$ cat src/design/stc_pkg.sv
// ============================================================================
// stc_pkg - shared types and constants for the scope trigger capture block
// Field widths, payload structs, register indexes and reset values.
// ============================================================================
package stc_pkg;

  localparam int RAW_W    = 12;
  localparam int ROW_W    = 10;
  localparam int INDEX_W  = 9;
  localparam int RISE_W   = 4;
  localparam int PROD_W   = RAW_W + ROW_W;
  localparam int CFG_IDX_W  = 2;
  localparam int CFG_DATA_W = ROW_W;

  // Register indexes on the configuration port
  localparam logic [CFG_IDX_W-1:0] REG_DISPLAY_HEIGHT   = 2'd0;
  localparam logic [CFG_IDX_W-1:0] REG_RISE_CHECK_COUNT = 2'd1;

  // Reset values
  localparam logic [ROW_W-1:0]  DISPLAY_HEIGHT_RESET   = 10'd240;
  localparam logic [RISE_W-1:0] RISE_CHECK_COUNT_RESET = 4'd7;

  localparam int CAPTURE_LENGTH_DEFAULT = 320;

  typedef struct packed {
    logic [RAW_W-1:0] signal_raw;
    logic [RAW_W-1:0] level_raw;
  } in_item_t;

  typedef struct packed {
    logic [ROW_W-1:0]   sample_row;
    logic [INDEX_W-1:0] sample_index;
    logic               frame_last;
  } out_item_t;

endpackage

$ cat src/design/scope_trigger_capture_top.sv
// ============================================================================
// scope_trigger_capture_top - level-triggered capture of a sampled signal
// Scales signal and trigger readings to screen rows, starts a frame on an
// exact level match, drops samples below the level in the rise window and
// emits each kept sample with its frame position and a last mark.
// ============================================================================
//
//   channel | direction | handshake          | payload
//   --------+-----------+--------------------+-------------------------------
//   in      | input     | in_valid/in_stall   | signal_raw, level_raw
//   out     | output    | out_valid/out_stall | sample_row, sample_index,
//           |           |                     | frame_last
//   cfg     | input     | cfg_we              | cfg_index, cfg_data
//
// One item per cycle sustained while out is not stalled; a kept item passes
// the product register, then the result register, on its way from in to out.
// The frame counter update sits in the result stage, so each item sees the
// counter left by the one before it with no bubble.
// rst is synchronous, active high: counter, trigger level, valids and
// configuration registers return to their reset values.
// A stall on out holds the result register; the product stage then holds too
// and in_stall rises only when both stages are full.
// ============================================================================
module scope_trigger_capture_top #(
  parameter int CAPTURE_LENGTH = stc_pkg::CAPTURE_LENGTH_DEFAULT
) (
  input  logic                           clk,
  input  logic                           rst,
  // input item channel
  input  logic                           in_valid,
  output logic                           in_stall,
  input  stc_pkg::in_item_t              in_data,
  // result channel
  output logic                           out_valid,
  input  logic                           out_stall,
  output stc_pkg::out_item_t             out_data,
  // configuration write port
  input  logic                           cfg_we,
  input  logic [stc_pkg::CFG_IDX_W-1:0]  cfg_index,
  input  logic [stc_pkg::CFG_DATA_W-1:0] cfg_data
);
  import stc_pkg::*;

  // Frame length as a counter-width constant
  localparam logic [INDEX_W-1:0] CAP_LEN  = INDEX_W'(CAPTURE_LENGTH);
  localparam logic [INDEX_W-1:0] CAP_LAST = INDEX_W'(CAPTURE_LENGTH - 1);

  // --------------------------------------------------------------------------
  // Configuration registers
  // --------------------------------------------------------------------------
  logic [ROW_W-1:0]  display_height;
  logic [RISE_W-1:0] rise_check_count;

  always_ff @(posedge clk) begin
    if (rst) begin
      display_height   <= DISPLAY_HEIGHT_RESET;
      rise_check_count <= RISE_CHECK_COUNT_RESET;
    end else if (cfg_we) begin
      case (cfg_index)
        REG_DISPLAY_HEIGHT:   display_height   <= cfg_data;
        REG_RISE_CHECK_COUNT: rise_check_count <= cfg_data[RISE_W-1:0];
        default: ;  // unknown index: drop the write
      endcase
    end
  end

  // --------------------------------------------------------------------------
  // Handshake between stages
  // --------------------------------------------------------------------------
  logic s1_valid;
  logic out_free;   // result register can take a new value this cycle
  logic advance;    // product stage hands its item to the result stage
  logic in_take;    // transfer on the input channel

  assign out_free = !out_valid || !out_stall;
  assign advance  = s1_valid && out_free;
  assign in_stall = s1_valid && !out_free;
  assign in_take  = in_valid && !in_stall;

  // --------------------------------------------------------------------------
  // Stage 1: multiply both readings by the display height
  // --------------------------------------------------------------------------
  logic [PROD_W-1:0] sig_prod;
  logic [PROD_W-1:0] lvl_prod;

  always_ff @(posedge clk) begin
    if (rst) begin
      s1_valid <= 1'b0;
    end else if (in_take) begin
      s1_valid <= 1'b1;
    end else if (advance) begin
      s1_valid <= 1'b0;
    end
  end

  always_ff @(posedge clk) begin
    if (in_take) begin
      sig_prod <= PROD_W'(in_data.signal_raw) * PROD_W'(display_height);
      lvl_prod <= PROD_W'(in_data.level_raw) * PROD_W'(display_height);
    end
  end

  // --------------------------------------------------------------------------
  // Stage 2: divide by full scale, trigger and rise check, frame counter
  // --------------------------------------------------------------------------
  // Divide by 4095 = 2^12 - 1 as (x + (x >> 12) + 1) >> 12, exact for every
  // product of a 12-bit reading and a 10-bit height.
  logic [PROD_W:0]    sig_sum;
  logic [PROD_W:0]    lvl_sum;
  logic [ROW_W-1:0]   sig_row;
  logic [ROW_W-1:0]   lvl_row;

  logic [INDEX_W-1:0] captured_count;
  logic [INDEX_W-1:0] captured_count_next;
  logic [ROW_W-1:0]   trigger_level;
  logic [ROW_W-1:0]   trigger_level_next;
  logic [INDEX_W-1:0] count_inc;
  logic               idle;
  logic               in_rise_window;
  logic               keep;
  logic               last;

  assign sig_sum = (PROD_W+1)'(sig_prod) + (PROD_W+1)'(sig_prod >> RAW_W) + 1'b1;
  assign lvl_sum = (PROD_W+1)'(lvl_prod) + (PROD_W+1)'(lvl_prod >> RAW_W) + 1'b1;
  assign sig_row = sig_sum[RAW_W +: ROW_W];
  assign lvl_row = lvl_sum[RAW_W +: ROW_W];

  assign idle           = (captured_count == '0);
  assign in_rise_window = !idle && (captured_count <= INDEX_W'(rise_check_count));
  assign count_inc      = captured_count + 1'b1;
  assign last           = (count_inc >= CAP_LEN);

  always_comb begin
    keep                = 1'b0;
    trigger_level_next  = trigger_level;
    captured_count_next = captured_count;
    if (advance) begin
      if (idle) begin
        // Latch the level on every idle sample, matched or not
        trigger_level_next = lvl_row;
        keep               = (sig_row == lvl_row);
      end else if (in_rise_window) begin
        keep = (sig_row >= trigger_level);
      end else begin
        keep = 1'b1;
      end
      if (keep) begin
        captured_count_next = last ? '0 : count_inc;
      end
    end
  end

  always_ff @(posedge clk) begin
    if (rst) begin
      captured_count <= '0;
      trigger_level  <= '0;
      out_valid      <= 1'b0;
    end else begin
      captured_count <= captured_count_next;
      trigger_level  <= trigger_level_next;
      if (keep) begin
        out_valid <= 1'b1;
      end else if (out_free) begin
        // result taken (or none held) and nothing new: clear
        out_valid <= 1'b0;
      end
    end
  end

  always_ff @(posedge clk) begin
    if (keep) begin
      out_data.sample_row   <= sig_row;
      out_data.sample_index <= captured_count;
      out_data.frame_last   <= last;
    end
  end

  // --------------------------------------------------------------------------
  // Assertions
  // --------------------------------------------------------------------------
  a_count_in_frame: assert property (@(posedge clk) disable iff (rst)
    captured_count < CAP_LEN)
    else $error("frame counter passed the capture length");

  a_last_at_end: assert property (@(posedge clk) disable iff (rst)
    out_valid |-> (out_data.frame_last == (out_data.sample_index == CAP_LAST)))
    else $error("last mark does not match the final frame position");

  a_first_on_level: assert property (@(posedge clk) disable iff (rst)
    out_valid && (out_data.sample_index == '0) |->
      (out_data.sample_row == trigger_level))
    else $error("frame start sample differs from the latched level");

  a_stall_only_full: assert property (@(posedge clk) disable iff (rst)
    in_stall |-> s1_valid && out_valid && out_stall)
    else $error("input stalled while a stage was free");

  a_counter_moves_on_emit: assert property (@(posedge clk) disable iff (rst)
    (captured_count != $past(captured_count)) && !$past(rst) |-> $past(keep))
    else $error("frame counter changed without an emitted sample");

endmodule
$ cat config.mk
export PLATFORM = sky130hd
export DESIGN_NAME = scope_trigger_capture_top
export DESIGN_NICKNAME = d
export VERILOG_FILES = /design/src/design/stc_pkg.sv /design/src/design/scope_trigger_capture_top.sv
export SDC_FILE = /design/constraint.sdc
export NUM_CORES = 1
export LEC_CHECK = 0
export BUFFER_PORTS_ARGS = -buffer_cell sky130_fd_sc_hd__buf_2
export CAP_MARGIN = 10
export CORE_ASPECT_RATIO = 1.5
export CORE_UTILIZATION = 65
export DETAILED_ROUTE_END_ITERATION = 12
export PLACE_DENSITY = 0.81
export SETUP_SLACK_MARGIN = 0.2
export SLEW_MARGIN = 20
export SYNTH_ARGS = -nofsm -noshare
export SYNTH_HDL_FRONTEND = slang
export SYNTH_SLANG_ARGS = --single-unit
$ cat constraint.sdc
create_clock -name clk -period 19.8 [get_ports clk]
set_input_delay 3.96 -clock clk [delete_from_list [all_inputs] [get_ports clk]]
set_output_delay 3.96 -clock clk [all_outputs]
set_load 0.02 [all_outputs]
==> results by group, run 1 <==
Timing
  – Worst Max-Slew Pin Slew: 0.927 ns
  – Final Skew: 0.0145 ns
  – Final TNS setup: 0 ns
  – Final setup viols: 0
  – RSZ-0062 raised after global routing: false
  – Fin. Hold Viols: 0
  – Final hold slack: 0.493 ns
  – Max-slew headroom: 0.381
  – FMAX: 109 MHz
  – Final min period: slightly above 9 ns
  – Pins Over Slew Limit: 0
  – Fin crit share: 0.464

Cells and area
  – Fraction of layout cells with a size suffix above 1: 0.0777
  – Area growth syn-to-layout: 6.37%
  – Nets: 1,691

Setup path
  – CP endpoint kind: register
  – Critical-path cell list: buf_2 -> nand2_1 -> fa_1 -> inv_1 -> fa_1 -> inv_1 -> fa_1 -> inv_1 -> fa_1 -> inv_1 -> fa_1 -> inv_1 -> ha_1 -> o41ai_1 -> o211a_1 -> o31ai_1 -> o41ai_1 -> o21bai_1 -> a21oi_1 -> xnor2_1
  – Critical-path maximum fanout: 10
  – Slowest stage delay, CP: roughly 0.70 ns
  – Slowest CP cell: o41ai_1
  – Critical path arrival: 9.31 ns
  – Element type at the critical path start: input port
  – Setup CP Type: input port to register
  – WP data required: 19.92 ns

Clock network
  – PostCTS Resize Cnt: 0
  – TritonCTS Buffers: 9
  – H-tree depth: 3
  – Hold Buf Count CTS: 0
  – Post-CTS setup buffer count: 0
  – Clk Latency, worst-skew pair: roughly 0.37 ns
  – Clock transition at path regs: 0.08 ns
  – TritonCTS clock tree: yes
  – Root Driver: clkbuf_16
  – Max clock buf depth: 2
  – Clock sinks: 99

Yosys
  – Mapped Area: 0.0126 mm²
  – Yosys reg bits: 99
  – Post-synth EDFFs: 64
  – Sequential-to-total area share from yosys stat: 0.208
  – Synthesized netlist cell count: 1,323
  – Synth Flop Type: edfxtp_1
  – Yosys Warn Count: 0
  – Count of cell types in the netlist: 68
  – FFs w/ async S/R, synth: 0
  – Net count after synthesis: 1,668
  – Avg Inst Size Synth: ~9.5 µm²

Die
  – Site Rows: 62
  – Die boundary height: 173 µm
  – Placeable Area: 0.0191 mm²
  – Initial Util: 0.661
  – I/O pins: 63
  – Die area: between 0.015 and 0.02 mm²
  – DIE WIDTH: 116 µm

Drt
  – Drt first-iter violations: 478
  – Remaining DRCs: 0
  – Drt wl/cell: between 15 and 20 µm
  – Post-DRT Antenna Nets: 0
  – Routed vias: between 9,000 and 10,000
  – Pre-Repair DR Iteration Count: 4
  – WL final: 26,900 µm
  – Via count normalized by instance count: between 5 and 6

Power
  – Pwr dens: 102 mW/mm²
  – IR drop worst, VDD: 0.0000563 V
  – PnR Total Power: 0.00137 W
  – Static Leak: 6.45 nW

Job
  – Max-cap viol count: 0

Global routing
  – Vias in the first global route: 9,780
  – Total gr overflow: 0
  – Initial antenna violation count: 2
  – Largest net degree at the start of global routing: 45
  – Global-route wire length before repair: 44,800 µm
  – Overall Global Routing Usage: 0.287

Place
  – RD Place Congestion: 0.840
  – Post-DP HPWL: ~21,000 µm
  – I/O Buffers: 62

Min path
  – Worst hold path class: register to register

Outcome
  – Status: completed
==> cells in the final DEF, fill, tap and decap left out, drive strengths merged, types with 23 or more instances in the layout <==
cell	instances
a21oi	28
edfxtp	64
and2	139
fa	156
o21ai	28
nor3	23
ha	148
nand2	136
inv	192
buf	71
nand3	24
xnor2	40
dfxtp	35
nor2	59
==> logic make-up after synthesis <==
family / after synthesis / share of synthesized area
AO/OA/AOI/OAI: 149 / 0.0841
XOR/XNOR: 63 / 0.0474
adder cells (fa/ha/maj): 304 / 0.394
buffers and inverters: 248 / 0.0752
flip-flops: 99 / 0.208
multiplexers: 9 / 0.00714
AND/OR/NAND/NOR: 451 / 0.184
==> layout make-up <==
type	count	area [µm²]
tap	256	320
timing repair buffer	71	398
multi-input combinational	976	9060
antenna	2	5.00
clock buffer	9	225
clock inverter	7	81.3
inverter	189	709
sequential	99	2620
fill	1493	5660
==> state kept, by name, indices dropped and copies added, names as in the netlist <==
register and cells:
trigger_level 10, out_data 20, lvl_prod 22, s1_valid 1
display_height 10, out_valid 1, captured_count 9, rise_check_count 4
sig_prod 22
==> worst paths after layout <==
path / startpoint / to / slack (ns) / cells past startpoint
setup / recovery: in_data[17] / sig_prod[21] / 10.61 / 20
hold / removal: out_valid / out_valid / 0.49 / 2
setup reg to reg: display_height[6] / sig_prod[21] / 13.66 / 18
hold reg to reg: out_valid / out_valid / 0.49 / 2
==> power by group <==
| group | internal [W] | leakage, nW | total (W) | switching, W |
|---|---|---|---|---|
| registers | 0.000292 | 0.930 | 0.000343 | 0.0000509 |
| clock network | 0.0000902 | 0.150 | 0.000180 | 0.0000902 |
| logic | 0.000371 | 5.37 | 0.000843 | 0.000473 |
| total | 0.000753 | 6.45 | 0.00137 | 0.000614 |
==> through the flow <==
step	cell area (µm²)	setup WS [ns]	std cells	utilization
after floorplan	12600	10.65	1323	-
after global placement	13100	10.41	1590	0.686
after detailed placement	13100	10.22	1590	0.686
after CTS	13400	10.62	1606	0.702
after global routing	13400	10.32	1607	0.703
final	13400	10.61	1609	0.704
==> routing by layer <==
layer,up-vias,track usage,share of wire
met1,4550,0.338,0.38
li1,4370,-,-
met2,278,0.519,0.53
met4,0,0.119,0.034
met5,-,0,0
met3,64,0.0326,0.049
==> worst max-delay path, delay by kind of cell <==
family	cells	cell delay, ns
fa+ha+maj	6	2.81
compound gates	6	1.89
buf+inv	6	0.45
simple gates	1	0.11
xor+xnor	1	0.08
==> synth_stat cells (11+ instances only) <==
library cell | n | share of area
nand2_1 | 136 | 0.040
edfxtp_1 | 64 | 0.15
xor2_1 | 20 | 0.014
o21a_1 | 13 | 0.0077
inv_1 | 188 | 0.056
a21oi_1 | 28 | 0.011
or3_1 | 11 | 0.0055
and3_1 | 13 | 0.0064
nor3_1 | 22 | 0.0087
ha_1 | 148 | 0.15
nand3_1 | 23 | 0.0091
a211oi_1 | 15 | 0.0089
o21ai_0 | 22 | 0.0087
nor2b_1 | 14 | 0.0069
and2_1 | 139 | 0.069
dfxtp_1 | 35 | 0.056
clkbuf_1 | 48 | 0.014
fa_1 | 156 | 0.25
nor2_1 | 58 | 0.017
xnor2_1 | 40 | 0.028
(Power assumes the default switching activity.)
==> run 2, diff against run 1 <==
Settings changed: CORE_UTILIZATION 65 to 58, PLACE_DENSITY 0.81 to 0.76.
Clock period 19.8 ns to 8.2 ns, I/O delays scaled along.
==> run 2 against run 1 <==
Net effect: global-route usage fell by 2.4 points; first-iteration DRC count rose by 1.7%; design area fell by 0.60%; sequential cell count did not move; highest routed layer unchanged; combinational power rose by 140%; sequential share of layout area rose by 0.12 points; setup slack got worse by 9.1 ns; count of clock-buffer cells in the layout rose by 1; clock power rose by 120%; hold slack improved by 0.00090 ns; largest power group unchanged; utilization fell by 7.5 points.
==> results by group, run 2 (synthesized netlist as in run 1, its figures left out) <==
Global routing
  – Initial antenna violation count: 0 (-2)
  – Overall Global Routing Usage: 0.263 (-0.0243)
  – Largest net degree at the start of global routing: 45 (unchanged)
  – Vias in the first global route: 9,751 (-0.30%)
  – Total gr overflow: 0 (unchanged)
  – Global-route wire length before repair: 45,800 µm (+2.2%)

Timing
  – FMAX: ~150 MHz
  – Final Skew: 0.0117 ns (-0.00274 ns)
  – Max-slew headroom: 0.338 (-0.0433)
  – Final setup viols: 0 (unchanged)
  – Fin crit share: 0.821
  – Final TNS setup: 0 ns (unchanged)
  – Fin. Hold Viols: 0 (unchanged)
  – Final setup margin: 1.47 ns (-9.14 ns)
  – Pins Over Slew Limit: 0 (unchanged)
  – Worst Max-Slew Pin Slew: 0.991 ns (+0.0649 ns)
  – RSZ-0062 raised after global routing: false
  – Final min period: 6.73 ns

Drt
  – Pre-Repair DR Iteration Count: 4 (unchanged)
  – Drt wl/cell: 16.5 µm (-1.1%)
  – Via count normalized by instance count: 5.68 (-1.3%)
  – Routed vias: 9,162 (-1.1%)
  – Drt first-iter violations: 486 (+1.7%)
  – Remaining DRCs: 0 (unchanged)
  – WL final: 26,600 µm (-0.82%)
  – Post-DRT Antenna Nets: 0 (unchanged)

Cells and area
  – Final cell count without fillers: 1,613 (+0.25%)
  – Core Util, Final: 0.629 (-0.0748)
  – Nets: 1,685 (-0.35%)
  – Most frequent cells in the layout: 188 x inv_1, 156 x fa_1, 148 x ha_1, 139 x and2_1, 136 x nand2_1
  – Area growth syn-to-layout: 5.74%
  – Fraction of layout cells with a size suffix above 1: 0.0706 (-0.00709)
  – Top Registers: lvl_prod: 22 flops, sig_prod: 22 flops, out_data: 20 flops
  – N_diodes: 0 (-2)
  – Most common cell after layout, fill and taps aside: inv_1

Clock network
  – Clock sinks: 99 (unchanged)
  – PostCTS Resize Cnt: 0 (unchanged)
  – TritonCTS clock tree: yes
  – Max clock buf depth: 2 (unchanged)
  – Hold Buf Count CTS: 0 (unchanged)
  – Post-CTS setup buffer count: 0 (unchanged)
  – H-tree depth: 3 (unchanged)
  – Root Driver: clkbuf_16
  – Clock transition at path regs: 0.06 ns (-0.02 ns)
  – Clk Latency, worst-skew pair: 0.36 ns (about the same)
  – TritonCTS Buffers: 9 (unchanged)

Min path
  – Worst hold path class: register to register

Die
  – Die area: 0.0224 mm² (+12%)
  – Site Rows: 65 (+4.8%)
  – DIE WIDTH: 122 µm (+5.8%)
  – Die boundary height: 183 µm (+5.8%)
  – Initial Util: 0.595 (-0.0668)
  – I/O pins: 63 (unchanged)
  – Placeable Area: 0.0212 mm² (+11%)

Place
  – Post-DP HPWL: 21,700 µm (+1.3%)
  – I/O Buffers: 62 (unchanged)
  – RD Place Congestion: 0.883 (+5.1%)
  – Cells after DPL: 1,596 (+0.38%)
  – Pre-CTS setup slack: 1.10 ns (-9.13 ns)

Setup path
  – Slowest stage delay, CP: 0.77 ns (+0.07 ns)
  – Setup CP Type: input port to register
  – Critical path arrival: 6.84 ns (-2.47 ns)
  – WP data required: 8.31 ns (-11.61 ns)
  – Slowest CP cell: a2111oi_0
  – CP endpoint kind: register
  – Element type at the critical path start: input port
  – Critical-path maximum fanout: 10 (unchanged)
  – Critical-path cell list: buf_2 -> nand2_1 -> fa_1 -> inv_1 -> fa_1 -> ha_1 -> fa_1 -> inv_1 -> fa_1 -> inv_1 -> ha_1 -> inv_1 -> o21bai_1 -> a2111oi_0 -> nor3_1 -> a2111oi_0 -> nor4_1 -> nor2_1 -> a21oi_1 -> xnor2_1

Power
  – IR drop worst, VDD: 0.000162 V (+190%)
  – Static Leak: 6.40 nW (-0.84%)
  – Pwr dens: 244 mW/mm² (+140%)

Job
  – Max-cap viol count: 0 (unchanged)

Outcome
  – Status: completed
run 2: cell types whose count changed in the layout (fill, tap and decap cells not counted), sizes merged:
cell	change
buf	-6
clkinv	+1
clkinvlp	+1
diode	-2
clkbuf	+1
inv	-3
run 2: cell type report:
| type | count | area (µm²) |
|---|---|---|
| repair buffers | 65 | 353 |
| flip-flops and latches | 99 | 2620 |
| fillers | 1783 | 7880 |
| clock buffers | 10 | 229 |
| multi-input cells | 976 | 9060 |
| well taps | 268 | 335 |
| inverters | 189 | 709 |
| clock inverters | 6 | 32.5 |
run 2: final timing paths:
| check | start | endpoint | slack [ns] | depth (start not counted) |
|---|---|---|---|---|
| setup / recovery | in_data[5] | lvl_prod[20] | 1.47 | 20 |
| hold reg to reg | rise_check_count[0] | rise_check_count[0] | 0.49 | 1 |
| setup reg to reg | display_height[2] | sig_prod[21] | 1.87 | 19 |
| hold / removal | rise_check_count[0] | rise_check_count[0] | 0.49 | 1 |
run 2: worst max-delay path: cells and delay by family:
kind	cells	cell delay [ns]
AND/OR/NAND/NOR	4	0.54
buffers and inverters	5	0.41
AO/OA/AOI/OAI	4	1.49
adder cells (fa/ha/maj)	6	2.63
XOR/XNOR	1	0.13
run 2: power breakdown:
group          leakage, nW  total [W]  internal [W]  switching, W
Clock                0.125   0.000388      0.000203      0.000185
Combinational         5.34    0.00203      0.000894       0.00114
Sequential           0.930   0.000838      0.000707      0.000132
run 2: metrics by stage:
step                      area, µm²  power, W  hold slack (ns)
final                         13300   0.00326            0.494
after global routing          13300   0.00360            0.508
after CTS                     13300   0.00327            0.494
after detailed placement      13100   0.00287            0.482
after global placement        13100   0.00280            0.473
after floorplan               12600   0.00240            0.406
run 2: metal layers:
metal,vias up,GRT usage,part of all wire
met5,-,0,0
met4,0,0.116,0.035
met3,59,0.0206,0.044
met2,261,0.475,0.52
met1,4493,0.313,0.40
li1,4349,-,-
==> run 3, diff against run 2 <==
Settings changed: ABC_AREA from default to 1, CORE_UTILIZATION 58 to 65, PLACE_DENSITY 0.76 to 0.81.
Clock period 8.2 ns to 6.9 ns, I/O delays scaled along.
==> run 3 against run 2 <==
Net effect: hold slack got worse by 0.022 ns; critical path depth rose by 2; largest power group unchanged; highest routed layer unchanged; utilization rose by 7.1 points; synthesized area rose by 10%.
==> results by group, run 3 <==
Setup path
  – Reg2Reg Capture Point: sig_prod[19]
  – FF-to-FF path depth: 21 (+2)
  – Critical path arrival: 6.34 ns (-0.50 ns)
  – Critical-path maximum fanout: 10 (unchanged)
  – Worst r2r src: display_height[3]
  – Reg2Reg Setup Slack: 1.17 ns (-0.70 ns)
  – CP endpoint kind: register
  – WP data required: 7.01 ns (-1.30 ns)
  – Element type at the critical path start: input port
  – Setup CP Type: input port to register

Global routing
  – Busiest grt layer: met2
  – Initial antenna violation count: 0 (unchanged)
  – Global-route wire length before repair: 52,000 µm (+14%)
  – Vias in the first global route: 11,609 (+19%)
  – GR Util met2: 0.555 (+0.0804)
  – Met3 usage: 0.0268 (+0.00621)
  – Largest net degree at the start of global routing: 45 (unchanged)
  – Met1 Track Usage GR: 0.335 (+0.0221)
  – Overall Global Routing Usage: 0.301 (+0.0388)
  – Total gr overflow: 0 (unchanged)

Yosys
  – Count of cell types in the netlist: 42 (-38%)
  – Net count after synthesis: 2,213 (+33%)
  – Mapped Area: 0.0139 mm² (+10%)
  – Yosys reg bits: 99 (unchanged)
  – Synth cell count leaders: 558 x nand2_1, 433 x inv_1, 156 x fa_1
  – Synth Flop Type: edfxtp_1
  – Largest cells by area after synthesis: fa_1 22%, nand2_1 15%, edfxtp_1 14%
  – Avg Inst Size Synth: 7.44 µm² (-22%)
  – FFs w/ async S/R, synth: 0 (unchanged)
  – Post-synth top area share: 0.225 (-0.0226)
  – Synthesized netlist cell count: 1,868 (+41%)
  – Yosys Warn Count: 0 (unchanged)
  – Post-synth EDFFs: 64 (unchanged)
  – Sequential-to-total area share from yosys stat: 0.189 (-0.0190)
  – Largest area contributor in the netlist: fa_1
  – Count leader, synth: nand2_1

Min path
  – Hold Path End: rise_check_count[3]
  – Worst hold path class: register to register
  – Hold_sp: rise_check_count[3]
  – Hold-critical path depth: 2 (+1)

Outcome
  – Status: completed

Cells and area
  – Top Registers: lvl_prod: 22 flops, sig_prod: 22 flops, out_data: 20 flops
  – Area growth syn-to-layout: 5.72% (about the same)
  – Most common cell after layout, fill and taps aside: nand2_1
  – Footprint of the multi-input gates: 0.00936 mm² (+3.3%)
  – Nets: 2,239 (+33%)
  – FILL cells: 1,741 (-2.4%)
  – N_diodes: 0 (unchanged)
  – Sequential Area: 0.00262 mm² (unchanged)
  – Most frequent cells in the layout: 558 x nand2_1, 433 x inv_1, 156 x fa_1, 148 x ha_1, 84 x nor2_1
  – Fraction of layout cells with a size suffix above 1: 0.0785 (+0.00783)
  – Core Util, Final: 0.700 (+0.0712)

Place
  – Post-DP HPWL: 25,900 µm (+19%)
  – RD Place Congestion: 0.947 (+7.2%)
  – I/O Buffers: 62 (unchanged)

Clock network
  – Clock sinks: 99 (unchanged)
  – Post-CTS setup buffer count: 0 (unchanged)
  – H-tree depth: 3 (unchanged)
  – Hold Buf Count CTS: 0 (unchanged)
  – PostCTS Resize Cnt: 0 (unchanged)
  – Clk Latency, worst-skew pair: 0.36 ns (about the same)
  – TritonCTS clock tree: yes
  – TritonCTS Buffers: 9 (unchanged)
  – Root Driver: clkbuf_16
  – Max clock buf depth: 2 (unchanged)
  – Clock transition at path regs: 0.07 ns (about the same)

Drt
  – Pre-Repair DR Iteration Count: 8 (+4)
  – WL final: 31,300 µm (+17%)
  – Drt wl/cell: 14.4 µm (-13%)
  – Remaining DRCs: 0 (unchanged)
  – Post-DRT Antenna Nets: 0 (unchanged)
  – Via count normalized by instance count: 5.36 (-5.7%)
  – Drt first-iter violations: 647 (+33%)
  – Routed vias: 11,611 (+27%)

Die
  – Die area: 0.0220 mm² (-1.8%)
  – Placeable Area: 0.0210 mm² (-1.1%)
  – Die boundary height: 181 µm (-0.88%)
  – Initial Util: 0.662 (+0.0675)
  – Site Rows: 65 (unchanged)
  – DIE WIDTH: 121 µm (-0.88%)
  – I/O pins: 63 (unchanged)

Timing
  – Pins Over Slew Limit: 0 (unchanged)
  – RSZ-0062 raised after global routing: false
  – FMAX: 160 MHz
  – Fin crit share: 0.904
  – Final min period: just over 6 ns
  – Max-slew headroom: 0.388 (+0.0503)
  – Fin. Hold Viols: 0 (unchanged)
  – Final TNS setup: 0 ns (unchanged)
  – Worst Max-Slew Pin Slew: 0.916 ns (-0.0751 ns)
  – Final setup viols: 0 (unchanged)
  – Final Skew: 0.00589 ns (-0.00584 ns)

Job
  – Max-cap viol count: 0 (unchanged)

Power
  – Static Leak: 8.72 nW (+36%)
  – IR drop worst, VDD: 0.000237 V (+46%)
  – Pwr dens: 352 mW/mm² (+44%)
run 3: changes by cell type after synthesis, sizes merged, moves of 27 or more:
cell,delta
a21oi,+36
and2,-139
inv,+257
nand2,+445
nand3,+56
nor2,+37
xnor2,-27
run 3: worst max path at each step:
stage                            from  slack, ns            to
after floorplan           in_data[17]       0.51  sig_prod[19]
after global placement    in_data[17]       0.37  sig_prod[19]
after detailed placement  in_data[17]       0.28  sig_prod[19]
after CTS                 in_data[17]       0.67  sig_prod[19]
after global routing      in_data[17]       0.26  sig_prod[19]
final                     in_data[17]       0.66  sig_prod[19]
run 3: metal layers:
metal / part of all wire / wire length, µm / vias to the layer above
met5: 0 / 0 / -
met4: 0.050 / 1550 / 0
met3: 0.044 / 1380 / 104
met2: 0.53 / 16700 / 375
met1: 0.37 / 11700 / 5453
li1: - / - / 5679
run 3: cell type report:
class,instances,share of cell area
repair buffers,74,0.0273
flip-flops and latches,99,0.179
clock buffers,12,0.0168
clock inverters,4,0.00230
multi-input cells,1262,0.637
well taps,268,0.0228
inverters,448,0.115
run 3: cell families after synthesis:
logic type	Yosys count	share of synthesized area
buffers and inverters	507	0.137
AND/OR/NAND/NOR	788	0.237
adder cells (fa/ha/maj)	304	0.358
XOR/XNOR	44	0.0277
flip-flops	99	0.189
AO/OA/AOI/OAI	126	0.0512
run 3: worst max-delay path: stages:
cell and delay [ns]:
buf_2 0.18, nand2_1 0.11, fa_1 0.56, inv_1 0.05, fa_1 0.51, inv_1 0.05, fa_1 0.48, inv_1 0.06
fa_1 0.53, inv_1 0.05, fa_1 0.52, inv_1 0.04, ha_1 0.35, a21oi_1 0.15, nand2_1 0.09, a21oi_1 0.22
inv_1 0.07, a21oi_1 0.19, o21ai_0 0.15, a21boi_0 0.30, o21ai_0 0.15, xor2_1 0.16
run 3: power by group:
| group | switching, W | internal (W) | leakage [nW] |
|---|---|---|---|
| Combinational | 0.00224 | 0.00131 | 7.67 |
| Sequential | 0.000166 | 0.000954 | 0.910 |
| Clock | 0.000228 | 0.000259 | 0.139 |
| Total | 0.00264 | 0.00252 | 8.72 |
run 3: stage by stage:
| step | instances | hold slack (ns) | area, µm² | power, W | setup WS [ns] |
|---|---|---|---|---|---|
| 2_1_floorplan | 1868 | 0.435 | 13900 | 0.00382 | 0.509 |
| 3_3_place_gp | 2151 | 0.454 | 14400 | 0.00454 | 0.374 |
| 3_5_place_dp | 2151 | 0.460 | 14400 | 0.00466 | 0.279 |
| 4_1_cts | 2167 | 0.469 | 14700 | 0.00516 | 0.669 |
| 5_1_grt | 2167 | 0.506 | 14700 | 0.00571 | 0.262 |
| 6_report | 2167 | 0.471 | 14700 | 0.00516 | 0.665 |
